## config.mk

```make
export PLATFORM = sky130hd
export DESIGN_NAME = lru_key_value_cache
export DESIGN_NICKNAME = d
export VERILOG_FILES = /design/src/hdl/lkv_pkg.sv /design/src/hdl/lkv_ram.sv /design/src/hdl/lkv_ctrl.sv /design/src/hdl/lkv_datapath.sv /design/src/hdl/lru_key_value_cache.sv
export SDC_FILE = /design/constraint.sdc
export NUM_CORES = 2
export LEC_CHECK = 0
export ABC_AREA = 1
export BUFFER_PORTS_ARGS = -buffer_cell sky130_fd_sc_hd__clkbuf_2
export CAP_MARGIN = 0
export CORE_ASPECT_RATIO = 1.5
export CORE_MARGIN = 2
export CORE_UTILIZATION = 45
export DETAILED_ROUTE_END_ITERATION = 8
export PLACE_DENSITY_LB_ADDON = 0.3
export SLEW_MARGIN = 20
export SYNTH_ARGS = -nofsm -noshare
export SYNTH_HDL_FRONTEND = slang
export SYNTH_SLANG_ARGS = --single-unit
```

## constraint.sdc

```tcl
create_clock -name clk_i -period 8.05 [get_ports clk_i]
set_clock_uncertainty 0.2 [all_clocks]
set_input_delay 0.805 -clock clk_i [delete_from_list [all_inputs] [get_ports clk_i]]
set_output_delay 0.805 -clock clk_i [all_outputs]
set_load 0.005 [all_outputs]
```

## src/hdl/lkv_pkg.sv

```systemverilog
// lkv_pkg: shared types, sizes and codes for the lru key/value cache
// used by lkv_ctrl, lkv_datapath and the top level, depends on nothing
`timescale 1ns / 1ps

package lkv_pkg;

  // store geometry
  localparam int ENTRIES = 16;
  localparam int IDX_W   = (ENTRIES > 1) ? $clog2(ENTRIES) : 1;
  localparam int CNT_W   = $clog2(ENTRIES + 1);

  // field widths
  localparam int KEY_W = 32;
  localparam int VAL_W = 32;
  localparam int CAP_W = 5;
  localparam int CMP_W = (CAP_W > CNT_W) ? CAP_W : CNT_W;

  localparam logic [CAP_W-1:0] CAP_RESET = CAP_W'(16);

  // request codes
  localparam logic ACT_GET = 1'b0;
  localparam logic ACT_PUT = 1'b1;

  typedef struct packed {
    logic                    action;
    logic signed [KEY_W-1:0] key;
    logic signed [VAL_W-1:0] value;
  } in_item_t;

  typedef struct packed {
    logic                    hit;
    logic signed [VAL_W-1:0] read_value;
    logic                    evicted;
    logic signed [KEY_W-1:0] evicted_key;
  } out_item_t;

  // controller to datapath
  typedef struct packed {
    logic load;    // take the request, clear scan trackers
    logic issue;   // read the next tag
    logic look;    // read victim key and found value
    logic commit;  // write back and load the output register
  } cmd_t;

  // datapath to controller
  typedef struct packed {
    logic scan_last;  // last tag read is being issued
    logic out_free;   // output register can take a result
  } sts_t;

endpackage

```

## src/hdl/lkv_ram.sv

```systemverilog
// lkv_ram: generic single write port, single read port ram with registered read
// stand-alone, no package needed
`timescale 1ns / 1ps

module lkv_ram #(
  parameter int WIDTH = 32,
  parameter int DEPTH = 16
) (
  input  logic                                        clk_i,
  input  logic                                        we_i,
  input  logic [((DEPTH > 1) ? $clog2(DEPTH) : 1)-1:0] waddr_i,
  input  logic [WIDTH-1:0]                            wdata_i,
  input  logic                                        re_i,
  input  logic [((DEPTH > 1) ? $clog2(DEPTH) : 1)-1:0] raddr_i,
  output logic [WIDTH-1:0]                            rdata_o
);

  logic [WIDTH-1:0] mem_q [DEPTH];
  logic [WIDTH-1:0] rdata_q;

  // identity on the address, kept as a function so both ports index alike
  function automatic logic [((DEPTH > 1) ? $clog2(DEPTH) : 1)-1:0] raddr_sel(
    input logic [((DEPTH > 1) ? $clog2(DEPTH) : 1)-1:0] a
  );
    return a;
  endfunction

  // write port
  always_ff @(posedge clk_i) begin
    if (we_i) begin
      mem_q[raddr_sel(waddr_i)] <= wdata_i;
    end
  end

  // registered read, holds when not enabled
  always_ff @(posedge clk_i) begin
    if (re_i) begin
      rdata_q <= mem_q[raddr_sel(raddr_i)];
    end
  end

  assign rdata_o = rdata_q;

endmodule

```

## src/hdl/lkv_ctrl.sv

```systemverilog
// lkv_ctrl: request sequencer of the lru key/value cache
// depends on lkv_pkg for the command and status structs
`timescale 1ns / 1ps

module lkv_ctrl (
  input  logic          clk_i,
  input  logic          rst_ni,
  input  logic          in_valid_i,
  output logic          in_ready_o,
  input  lkv_pkg::sts_t sts_i,
  output lkv_pkg::cmd_t cmd_o
);
  import lkv_pkg::*;

  localparam logic [2:0] ST_IDLE  = 3'd0;
  localparam logic [2:0] ST_SCAN  = 3'd1;
  localparam logic [2:0] ST_DRAIN = 3'd2;
  localparam logic [2:0] ST_LOOK  = 3'd3;
  localparam logic [2:0] ST_RESP  = 3'd4;

  logic [2:0] state_q, state_d;

  // next state and commands
  always_comb begin
    state_d    = state_q;
    cmd_o      = '0;
    in_ready_o = 1'b0;
    unique case (state_q)
      ST_IDLE: begin
        in_ready_o = 1'b1;
        if (in_valid_i) begin
          cmd_o.load = 1'b1;
          state_d    = ST_SCAN;
        end
      end
      ST_SCAN: begin
        cmd_o.issue = 1'b1;
        if (sts_i.scan_last) begin
          state_d = ST_DRAIN;
        end
      end
      ST_DRAIN: begin
        state_d = ST_LOOK;
      end
      ST_LOOK: begin
        cmd_o.look = 1'b1;
        state_d    = ST_RESP;
      end
      ST_RESP: begin
        if (sts_i.out_free) begin
          cmd_o.commit = 1'b1;
          state_d      = ST_IDLE;
        end
      end
      default: begin
        state_d = ST_IDLE;
      end
    endcase
  end

  // state register
  always_ff @(posedge clk_i or negedge rst_ni) begin
    if (!rst_ni) begin
      state_q <= ST_IDLE;
    end else begin
      state_q <= state_d;
    end
  end

endmodule

```

## src/hdl/lkv_datapath.sv

```systemverilog
// lkv_datapath: tag scan, recency ranks, key/value stores and output register
// depends on lkv_pkg and lkv_ram
`timescale 1ns / 1ps

module lkv_datapath (
  input  logic                      clk_i,
  input  logic                      rst_ni,
  input  lkv_pkg::cmd_t             cmd_i,
  output lkv_pkg::sts_t             sts_o,
  input  lkv_pkg::in_item_t         in_data_i,
  input  logic                      cfg_we_i,
  input  logic [lkv_pkg::CAP_W-1:0] cfg_data_i,
  input  logic                      out_ready_i,
  output logic                      out_valid_o,
  output lkv_pkg::out_item_t        out_data_o
);
  import lkv_pkg::*;

  // request and configuration
  in_item_t          req_q;
  logic [CAP_W-1:0]  cap_q;
  logic [CNT_W-1:0]  occ_q, occ_d;

  // per-entry state
  logic [ENTRIES-1:0] valid_q, valid_d;
  logic [IDX_W-1:0]   rank_q [ENTRIES];
  logic [IDX_W-1:0]   rank_d [ENTRIES];

  // scan trackers
  logic [IDX_W-1:0] scan_idx_q;
  logic             cmp_vld_q;
  logic [IDX_W-1:0] cmp_idx_q;
  logic             hit_q, any_q, free_found_q;
  logic [IDX_W-1:0] found_q, victim_q, free_q, best_q;

  // output register
  logic      out_valid_q;
  out_item_t out_q, out_d;

  // ram ports
  logic             key_we, val_we, key_re;
  logic [IDX_W-1:0] key_waddr, val_waddr, key_raddr;
  logic [KEY_W-1:0] key_rdata;
  logic [VAL_W-1:0] val_rdata;

  // commit decisions
  logic [CMP_W-1:0] cap_ext, eff_cap;
  logic             evict, is_put, put_miss;
  logic [IDX_W-1:0] slot;
  logic [IDX_W-1:0] found_rank;
  logic             cmp_valid;

  assign is_put   = (req_q.action == ACT_PUT);
  assign put_miss = is_put && !hit_q;

  // capacity clamped to 1..ENTRIES
  always_comb begin
    cap_ext = CMP_W'(cap_q);
    if (cap_ext == '0) begin
      eff_cap = CMP_W'(1);
    end else if (cap_ext > CMP_W'(ENTRIES)) begin
      eff_cap = CMP_W'(ENTRIES);
    end else begin
      eff_cap = cap_ext;
    end
  end

  assign evict = (CMP_W'(occ_q) >= eff_cap) && (occ_q != '0);

  // new key goes to the lowest free slot, counting the victim as free
  always_comb begin
    if (evict) begin
      slot = (free_found_q && (free_q < victim_q)) ? free_q : victim_q;
    end else begin
      slot = free_q;
    end
  end

  // tag store
  assign key_we    = cmd_i.commit && put_miss;
  assign key_waddr = slot;
  assign key_re    = cmd_i.issue || cmd_i.look;
  assign key_raddr = cmd_i.look ? victim_q : scan_idx_q;

  lkv_ram #(
    .WIDTH (KEY_W),
    .DEPTH (ENTRIES)
  ) u_key_ram (
    .clk_i   (clk_i),
    .we_i    (key_we),
    .waddr_i (key_waddr),
    .wdata_i (KEY_W'(req_q.key)),
    .re_i    (key_re),
    .raddr_i (key_raddr),
    .rdata_o (key_rdata)
  );

  // value store
  assign val_we    = cmd_i.commit && is_put;
  assign val_waddr = hit_q ? found_q : slot;

  lkv_ram #(
    .WIDTH (VAL_W),
    .DEPTH (ENTRIES)
  ) u_val_ram (
    .clk_i   (clk_i),
    .we_i    (val_we),
    .waddr_i (val_waddr),
    .wdata_i (VAL_W'(req_q.value)),
    .re_i    (cmd_i.look),
    .raddr_i (found_q),
    .rdata_o (val_rdata)
  );

  // request and capacity registers
  always_ff @(posedge clk_i) begin
    if (cmd_i.load) begin
      req_q <= in_data_i;
    end
  end

  always_ff @(posedge clk_i or negedge rst_ni) begin
    if (!rst_ni) begin
      cap_q <= CAP_RESET;
    end else if (cfg_we_i) begin
      cap_q <= cfg_data_i;
    end
  end

  // scan counter and compare stage
  assign cmp_valid = valid_q[cmp_idx_q];

  always_ff @(posedge clk_i or negedge rst_ni) begin
    if (!rst_ni) begin
      scan_idx_q   <= '0;
      cmp_vld_q    <= 1'b0;
      cmp_idx_q    <= '0;
      hit_q        <= 1'b0;
      any_q        <= 1'b0;
      free_found_q <= 1'b0;
      found_q      <= '0;
      victim_q     <= '0;
      free_q       <= '0;
      best_q       <= '0;
    end else begin
      cmp_vld_q <= cmd_i.issue;
      cmp_idx_q <= scan_idx_q;
      if (cmd_i.load) begin
        scan_idx_q   <= '0;
        hit_q        <= 1'b0;
        any_q        <= 1'b0;
        free_found_q <= 1'b0;
      end else begin
        if (cmd_i.issue) begin
          scan_idx_q <= scan_idx_q + IDX_W'(1);
        end
        if (cmp_vld_q) begin
          if (cmp_valid && !hit_q && (key_rdata == KEY_W'(req_q.key))) begin
            hit_q   <= 1'b1;
            found_q <= cmp_idx_q;
          end
          if (cmp_valid && (!any_q || (rank_q[cmp_idx_q] > best_q))) begin
            any_q    <= 1'b1;
            best_q   <= rank_q[cmp_idx_q];
            victim_q <= cmp_idx_q;
          end
          if (!cmp_valid && !free_found_q) begin
            free_found_q <= 1'b1;
            free_q       <= cmp_idx_q;
          end
        end
      end
    end
  end

  assign sts_o.scan_last = (scan_idx_q == IDX_W'(ENTRIES - 1));
  assign sts_o.out_free  = !out_valid_q || out_ready_i;

  // recency and valid update at commit
  assign found_rank = rank_q[found_q];

  always_comb begin
    valid_d = valid_q;
    occ_d   = occ_q;
    for (int i = 0; i < ENTRIES; i++) begin
      rank_d[i] = rank_q[i];
    end
    if (cmd_i.commit) begin
      if (hit_q) begin
        // hit on get or put: younger entries age by one
        for (int i = 0; i < ENTRIES; i++) begin
          if (IDX_W'(i) == found_q) begin
            rank_d[i] = '0;
          end else if (valid_q[i] && (rank_q[i] < found_rank)) begin
            rank_d[i] = rank_q[i] + IDX_W'(1);
          end
        end
      end else if (is_put) begin
        // insert, after dropping the victim when full
        for (int i = 0; i < ENTRIES; i++) begin
          if (IDX_W'(i) == slot) begin
            valid_d[i] = 1'b1;
            rank_d[i]  = '0;
          end else if (evict && (IDX_W'(i) == victim_q)) begin
            valid_d[i] = 1'b0;
            rank_d[i]  = '0;
          end else if (valid_q[i]) begin
            rank_d[i] = rank_q[i] + IDX_W'(1);
          end
        end
        if (!evict) begin
          occ_d = occ_q + CNT_W'(1);
        end
      end
    end
  end

  always_ff @(posedge clk_i or negedge rst_ni) begin
    if (!rst_ni) begin
      valid_q <= '0;
      occ_q   <= '0;
      for (int i = 0; i < ENTRIES; i++) begin
        rank_q[i] <= '0;
      end
    end else begin
      valid_q <= valid_d;
      occ_q   <= occ_d;
      for (int i = 0; i < ENTRIES; i++) begin
        rank_q[i] <= rank_d[i];
      end
    end
  end

  // result assembly
  always_comb begin
    out_d.hit         = hit_q;
    out_d.evicted     = put_miss && evict;
    out_d.evicted_key = (put_miss && evict) ? $signed(key_rdata) : '0;
    if (is_put) begin
      out_d.read_value = '0;
    end else if (hit_q) begin
      out_d.read_value = $signed(val_rdata);
    end else begin
      out_d.read_value = '1;
    end
  end

  // output register
  always_ff @(posedge clk_i or negedge rst_ni) begin
    if (!rst_ni) begin
      out_valid_q <= 1'b0;
    end else if (cmd_i.commit) begin
      out_valid_q <= 1'b1;
    end else if (out_ready_i) begin
      out_valid_q <= 1'b0;
    end
  end

  always_ff @(posedge clk_i) begin
    if (cmd_i.commit) begin
      out_q <= out_d;
    end
  end

  assign out_valid_o = out_valid_q;
  assign out_data_o  = out_q;

endmodule

```

## src/hdl/lru_key_value_cache.sv

```systemverilog
// lru_key_value_cache: top level of the fully associative lru key/value cache
// depends on lkv_pkg, lkv_ctrl, lkv_datapath and lkv_ram
`timescale 1ns / 1ps

// Usage
// - in channel (in_valid_i/in_ready_o/in_data_i): one get or put transaction.
//   in_ready_o is high only while no request is in progress.
// - out channel (out_valid_o/out_ready_i/out_data_o): exactly one result per
//   request, in request order, held in an output register until taken.
// - cfg channel (cfg_valid_i/cfg_ready_o/cfg_data_i): writes the capacity;
//   always ready, to be used only while the cache is idle.
// Sequence
// - the result is registered after the request transaction: tag reads over
//   all 16 entries (one tag ram read per cycle), the last compare, one read
//   of the victim key and found value, then write-back.
// - a new request is taken in the cycle after write-back, not before; the tag
//   scan over all 16 entries takes most of the time of each request.
// Reset
// - all entries invalid, occupancy zero, capacity 16; no clearing pass.
// Stall
// - a result waiting in the output register does not block the next scan;
//   write-back waits until the output register is free.

module lru_key_value_cache (
  input  logic                      clk_i,
  input  logic                      rst_ni,
  input  logic                      in_valid_i,
  output logic                      in_ready_o,
  input  lkv_pkg::in_item_t         in_data_i,
  output logic                      out_valid_o,
  input  logic                      out_ready_i,
  output lkv_pkg::out_item_t        out_data_o,
  input  logic                      cfg_valid_i,
  output logic                      cfg_ready_o,
  input  logic [lkv_pkg::CAP_W-1:0] cfg_data_i
);
  import lkv_pkg::*;

  cmd_t cmd;
  sts_t sts;
  logic cfg_we;

  // capacity writes are always taken
  assign cfg_ready_o = 1'b1;
  assign cfg_we      = cfg_valid_i && cfg_ready_o;

  // sequencer
  lkv_ctrl u_ctrl (
    .clk_i      (clk_i),
    .rst_ni     (rst_ni),
    .in_valid_i (in_valid_i),
    .in_ready_o (in_ready_o),
    .sts_i      (sts),
    .cmd_o      (cmd)
  );

  // stores, scan and result
  lkv_datapath u_datapath (
    .clk_i       (clk_i),
    .rst_ni      (rst_ni),
    .cmd_i       (cmd),
    .sts_o       (sts),
    .in_data_i   (in_data_i),
    .cfg_we_i    (cfg_we),
    .cfg_data_i  (cfg_data_i),
    .out_ready_i (out_ready_i),
    .out_valid_o (out_valid_o),
    .out_data_o  (out_data_o)
  );

endmodule
```

Word-level counts from Yosys, hierarchy flattened
Memory sizes are Yosys's and may differ from the RTL's. A register that Yosys moved wholly into a read port is not among the register bits.
Cells that the tools add are included.
- bits in writable memories: 1024
- memories: 2
- logic and storage cells: 463
- output and inout bits: 69
- register bits after elaboration: 253
- bitwise gates (word level): 5
- $add $sub $neg: 18
- equal/unequal tests: 70
- order comparisons: 23
- mux-type cells: 157
- reduce and logical (&&, ||, !) cells: 135
- memory list (name ; words ; bits a word ; read ports ; clocked after Yosys merged registers in ; write ports ; RTL line ; RTL):
    u_datapath.u_key_ram.mem_q ; 16 ; 32 ; 1 ; 1 ; 1 ; lkv_ram.sv:18 ; logic [WIDTH-1:0] mem_q [DEPTH];
    u_datapath.u_val_ram.mem_q ; 16 ; 32 ; 1 ; 1 ; 1 ; lkv_ram.sv:18 ;
- operators with widths (kind ; count):
    $mux W4 ; 90
    $reduce_and A4 Y1 ; 33
    $mux W64 ; 2
    $eq A4 B4 Y1 const A ; 24
    $add A4 B1 Y4 const B ; 17
    $lt A4 B4 Y1 ; 17
    $reduce_bool A4 Y1 ; 16
    $mux W1 ; 55
    $eq A3 B4 Y1 const A ; 12
    $ne A3 B3 Y1 const B ; 16
    $reduce_bool A2 Y1 ; 23
    $logic_and A1 B1 Y1 ; 42
    $bmux W4 S4 ; 2
    $eq A32 B32 Y1 ; 1
    $mux W32 ; 1
    $eq A2 B4 Y1 const A ; 6
    $pmux W3 S5 ; 1
    $eq A1 B4 Y1 const A ; 3
    $logic_not A4 Y1 ; 3
    $reduce_and A3 Y1 ; 4
    $ge A5 B5 Y1 const B ; 2
    $mux W5 ; 2
    $not A4 Y5 ; 2
    $mux W3 ; 3
    other kinds (18) ; 31

Depth between registers and ports, before layout
- depth in word-level cells: 10
- depth in mapped cells: 19

Hierarchy
A second synthesis with hierarchy kept.
- cells, all modules: 6188
- area, all modules: 62042.0 µm²
- by module, submodules not included (module ; cells an instance ; instances ; area each (µm²) ; seq. area each (µm²)):
    lkv_ram at u_datapath.u_val_ram ; 2120 ; 1 ; 23058.4 ; 16335.7
    lkv_ram at u_datapath.u_key_ram ; 2120 ; 1 ; 23050.9 ; 16335.7
    lkv_datapath ; 1917 ; 1 ; 15721.3 ; 6912.9
    lkv_ctrl ; 29 ; 1 ; 200.2 ; 75.1
    lru_key_value_cache ; 2 ; 1 ; 11.3 ; 0.0

Least setup slack after synthesis
OpenSTA, ideal clock, no wires.
- path type: input-to-reg
- from: input in_valid_i
- to: register u_datapath.victim_q[2]
- stages: 8
- path buffers: 1
- slack: 0.927 ns
- data arrival time: 6.787 ns
- data required time: 7.714 ns
- cell sequence: inv_1 nor3_1 inv_1 nand2_1 a21oi_1 nand2_1 buf_4 o21ai_0
- RTL lines (element ; RTL line ; RTL):
    start: declaration ; lru_key_value_cache.sv:27 ; input logic in_valid_i,
    end signal: assignment ; lkv_datapath.sv:165 ; victim_q <= cmp_idx_q;
    end: declaration ; lkv_datapath.sv:34 ; logic [IDX_W-1:0] found_q, victim_q, free_q, best_q;

Worst setup path in the final report
- from: register u_ctrl.state_q[1]
- to: register u_datapath.u_key_ram.rdata_q[18], in the netlist u_datapath.u_key_ram.rdata_o[18], read port of u_datapath.u_key_ram.mem_q, data pin
- longest elaborated chain between the ends: 3
- RTL lines (element ; RTL line ; RTL):
    start: declaration ; lkv_ctrl.sv:21 ; logic [2:0] state_q, state_d;
    start signal: assignment ; lkv_ctrl.sv:66 ; state_q <= state_d;
    $eq A3 B2 Y1 or $eq A3 B1 Y1 (tied branches) ; lkv_ctrl.sv:28 ; unique case (state_q)
    $mux W1 ; lkv_ctrl.sv:28 ;
    $mux W4 or $logic_or A1 B1 Y1 (tied branches) ; lkv_datapath.sv:83, lkv_datapath.sv:82 ;
    end: declaration ; lkv_ram.sv:19 ; logic [WIDTH-1:0] rdata_q;
Parallel ways exist; a longest one is shown, timed or not.
A chain may end at the register's enable or synchronous reset.

==> flow_summary.json <==
{
  "cts_sinks": 1341,
  "die_height_um": 435.9,
  "die-area_mm2": 0.1272,
  "slowest_stage": "clkinv_2",
  "wirelength_um": 155700,
  "initial_core_util": 0.4529,
  "synth_top_family_by_area": "compound AO/OA/AOI/OAI gates",
  "grt_pass1_vias": 37050,
  "critPathMaxStageDelay_ns": 0.92,
  "htreeDepth": 4,
  "pwr_density_cell_mw_per_mm2": 326.8,
  "ir_drop_mv": 0.3619,
  "path_clk_slew_ns": 0.06,
  "whs_ns": 0.05587,
  "worstPathMaxFanout": 82,
  "min_period_ns": 5.188,
  "die_x_um": 291.9,
  "yosys_warnings": 0,
  "area.growth.synth_to_final_pct": 13.28,
  "finalHoldViolations": 0,
  "holdPathStages": 1,
  "slew_violations": 0,
  "rsz0062_at_grt": "no",
  "drt-pass1-iter-count": 7,
  "drt-vias-per-instance": 5.923,
  "yosysUniqueCellTypes": 45,
  "via_count": 37430,
  "end_kind": "flop",
  "clk_path_buf_depth": 3,
  "start_kind": "flop",
  "netlist.area_leader.share": 0.6542,
  "finalSetupViolCount": 0,
  "syn_inst": 4446,
  "synth_compound_area_frac": 0.1185,
  "drc_errors": 0,
  "slew_headroom": 0.1610,
  "cts_buffers": 130,
  "gp_congestion": 0.9334,
  "cts_tree": "built",
  "final_cells": 6320,
  "root_buffer": "clkbuf_16",
  "arrival_ns": 5.50,
  "ant_nets": 0,
  "fin_util": 0.5130,
  "crit_family": "buffers and inverters",
  "core_area_mm2": 0.1236,
  "antenna_cells": 0,
  "ys_seq_elements": 1341,
  "tightest_slew_ns": 1.249,
  "p_leak_uw": 0.02273,
  "synthFlopType": "edfxtp_1",
  "synth_area_mm2": 0.05595,
  "critPathKind": "reg2reg",
  "grt_pass1_wl_um": 229900,
  "ios": 144,
  "placed_cells": 6032,
  "fin_nets": 4776,
  "required_ns": 8.36,
  "synth.mux.area_fraction": 0,
  "rows": 158,
  "path_cells": "nand2_1 > nor2_4 > buf_4 > inv_2 > o21ai_4 > buf_4 > clkinv_2 > buf_4 > o21ai_0 > o22ai_1 > o211ai_1 > nand2_1",
  "synth_fa_ha_area_frac": 0.01767,
  "yosys.area.top_type": "edfxtp_1",
  "drive_gt1_frac": 0.1150,
  "drt-initial-drc-count": 3865,
  "cts_setup_buffers": 0,
  "status": "finished clean",
  "setup_tns_ns": 0,
  "max_freq_ghz": 0.1928,
  "yosysSeqAreaShare": 0.7088,
  "hp-class": "in2reg",
  "cts_hold_buf": 57,
  "grt_use_total": 0.2414,
  "synthTopCellsByArea": "edfxtp_1 (65%), dfrtp_1 (5.4%), nand2_1 (4.0%)",
  "finalPower_uw": 20710,
  "grt_max_degree": 167,
  "synth-simple-area-share": 0.1112,
  "wl_per_cell_um": 24.63,
  "synth_edf_count": 1219,
  "crit_buf_inv": 5,
  "dp_hpwl_um": 86350,
  "min_period_over_period": 0.6444,
  "synth_common_cells": "edfxtp_1 (1219), nand2_1 (596), nor2_1 (414)",
  "port_buffers": 142,
  "cpMostUsedCell": "buf_4",
  "worstSetupPathDepth": 12,
  "cts_resized": 0,
  "max_cap_violations": 0,
  "synth-async-reset-ratio": 0.09098,
  "synth_xor_area_frac": 0.007983,
  "syn_area_per_cell_um2": 12.58,
  "syn_nets": 4600,
  "ff2ff_path_depth": 12,
  "grt-ovfl-total": 0,
  "antenna_found_initial": 4,
  "clk_latency_ns": 0.78,
  "yosysMostFrequentCell": "edfxtp_1"
}
-- state kept, by name (all words and copies together) (netlist names), 5 cells and up --
register / count
u_datapath.valid_q: 16
u_datapath.u_val_ram.mem_q: 512
u_datapath.u_val_ram.rdata_o: 32
u_datapath.occ_q: 5
u_datapath.req_q: 64
u_datapath.rank_q: 64
u_datapath.u_key_ram.rdata_o: 32
u_datapath.cap_ext: 5
u_datapath.out_data_o: 66
u_datapath.u_key_ram.mem_q: 512
-- layout by cell type (no fill, tap or decap), types with 5 or more instances in the layout --
| cell | netlist | layout |
|---|---|---|
| clkbuf_16 | 0 | 132 |
| o221ai_1 | 99 | 99 |
| clkinv_1 | 2 | 27 |
| o21bai_1 | 5 | 5 |
| nor3_1 | 8 | 5 |
| nor2_1 | 414 | 379 |
| clkbuf_2 | 0 | 141 |
| xnor2_1 | 10 | 10 |
| nor2_4 | 5 | 42 |
| a21oi_1 | 195 | 195 |
| xor2_1 | 41 | 41 |
| nand3_2 | 27 | 27 |
| nand3_4 | 8 | 8 |
| inv_1 | 252 | 247 |
| clkinv_16 | 0 | 6 |
| ha_1 | 79 | 79 |
| edfxtp_1 | 1219 | 1219 |
| o21ai_0 | 315 | 315 |
| bufinv_16 | 0 | 6 |
| a22oi_1 | 274 | 274 |
| nand3_1 | 268 | 268 |
| o21ai_1 | 46 | 44 |
| o22ai_1 | 55 | 55 |
| a211oi_1 | 15 | 15 |
| nor4_1 | 7 | 5 |
| or4_1 | 32 | 32 |
| inv_2 | 14 | 15 |
| clkbuf_1 | 156 | 32 |
| o211ai_1 | 39 | 39 |
| clkinv_2 | 0 | 20 |
| buf_4 | 11 | 77 |
| a21oi_2 | 6 | 6 |
| nand2_1 | 596 | 595 |
| nor2_2 | 7 | 5 |
| dlygate4sd3_1 | 0 | 57 |
| nand2_2 | 24 | 25 |
| nand4_1 | 12 | 12 |
| dfrtp_1 | 121 | 120 |
-- final timing paths --
check                                                     start                                          to  slack, ns
setup reg to reg                  u_ctrl.state_q[1]$_DFFE_PN0P_  u_datapath.u_key_ram.rdata_o[18]$_DFFE_PP_       2.86
hold reg to reg            u_datapath.scan_idx_q[0]$_DFFE_PN0P_           u_datapath.cmp_idx_q[0]$_DFF_PN0_       0.24
min in group asynchronous                                rst_ni           u_datapath.rank_q[53]$_DFFE_PN0P_       0.44
max in group asynchronous                                rst_ni                u_datapath.hit_q$_DFFE_PN0P_       5.82
hold / removal                                     in_data_i[3]               u_datapath.req_q[3]$_DFFE_PP_       0.06
setup / recovery                  u_ctrl.state_q[1]$_DFFE_PN0P_  u_datapath.u_key_ram.rdata_o[18]$_DFFE_PP_       2.86
-- logic make-up after synthesis --
kind of cell | after synthesis
AOI/OAI and AO/OA | 1059
xor gates and xnor gates | 51
adders and majority gates | 79
buffers and inverters | 504
DFF | 1341
other | 1
and+or+nand+nor | 1411
-- layout make-up --
type | instances | area, µm²
Clock buffer | 165 | 3437
Clock inverter | 65 | 691.9
Fill cell | 10350 | 60180
Inverter | 268 | 1016
Multi-Input combinational cell | 2601 | 14640
Sequential cell | 1341 | 39660
Tap cell | 1600 | 2002
Timing Repair Buffer | 280 | 1936
-- power by group --
part	internal, µW	switching, µW
clock	3270	2680
sequential	8480	677
combinational	1610	3990
total	13400	7350
-- through the flow --
| step | setup slack [ns] | cell area [µm²] |
|---|---|---|
| CTS | 2.927 | 63340 |
| detailed placement | 2.951 | 58640 |
| finish | 2.862 | 63380 |
| global placement | 3.119 | 58640 |
| floorplan | 0.9269 | 55950 |
| global route | 2.610 | 63380 |
-- layer usage --
layer | vias to the layer above | wire length (µm) | share of wire | GRT usage
met2 | 1690 | 79120 | 0.51 | 0.4229
li1 | 16750 | - | - | -
met5 | - | 43 | 0.00028 | 0
met4 | 6 | 7847 | 0.050 | 0.1237
met1 | 18550 | 58410 | 0.38 | 0.2890
met3 | 437 | 10260 | 0.066 | 0.03480
Note: power is estimated with default switching activity, not from simulation.
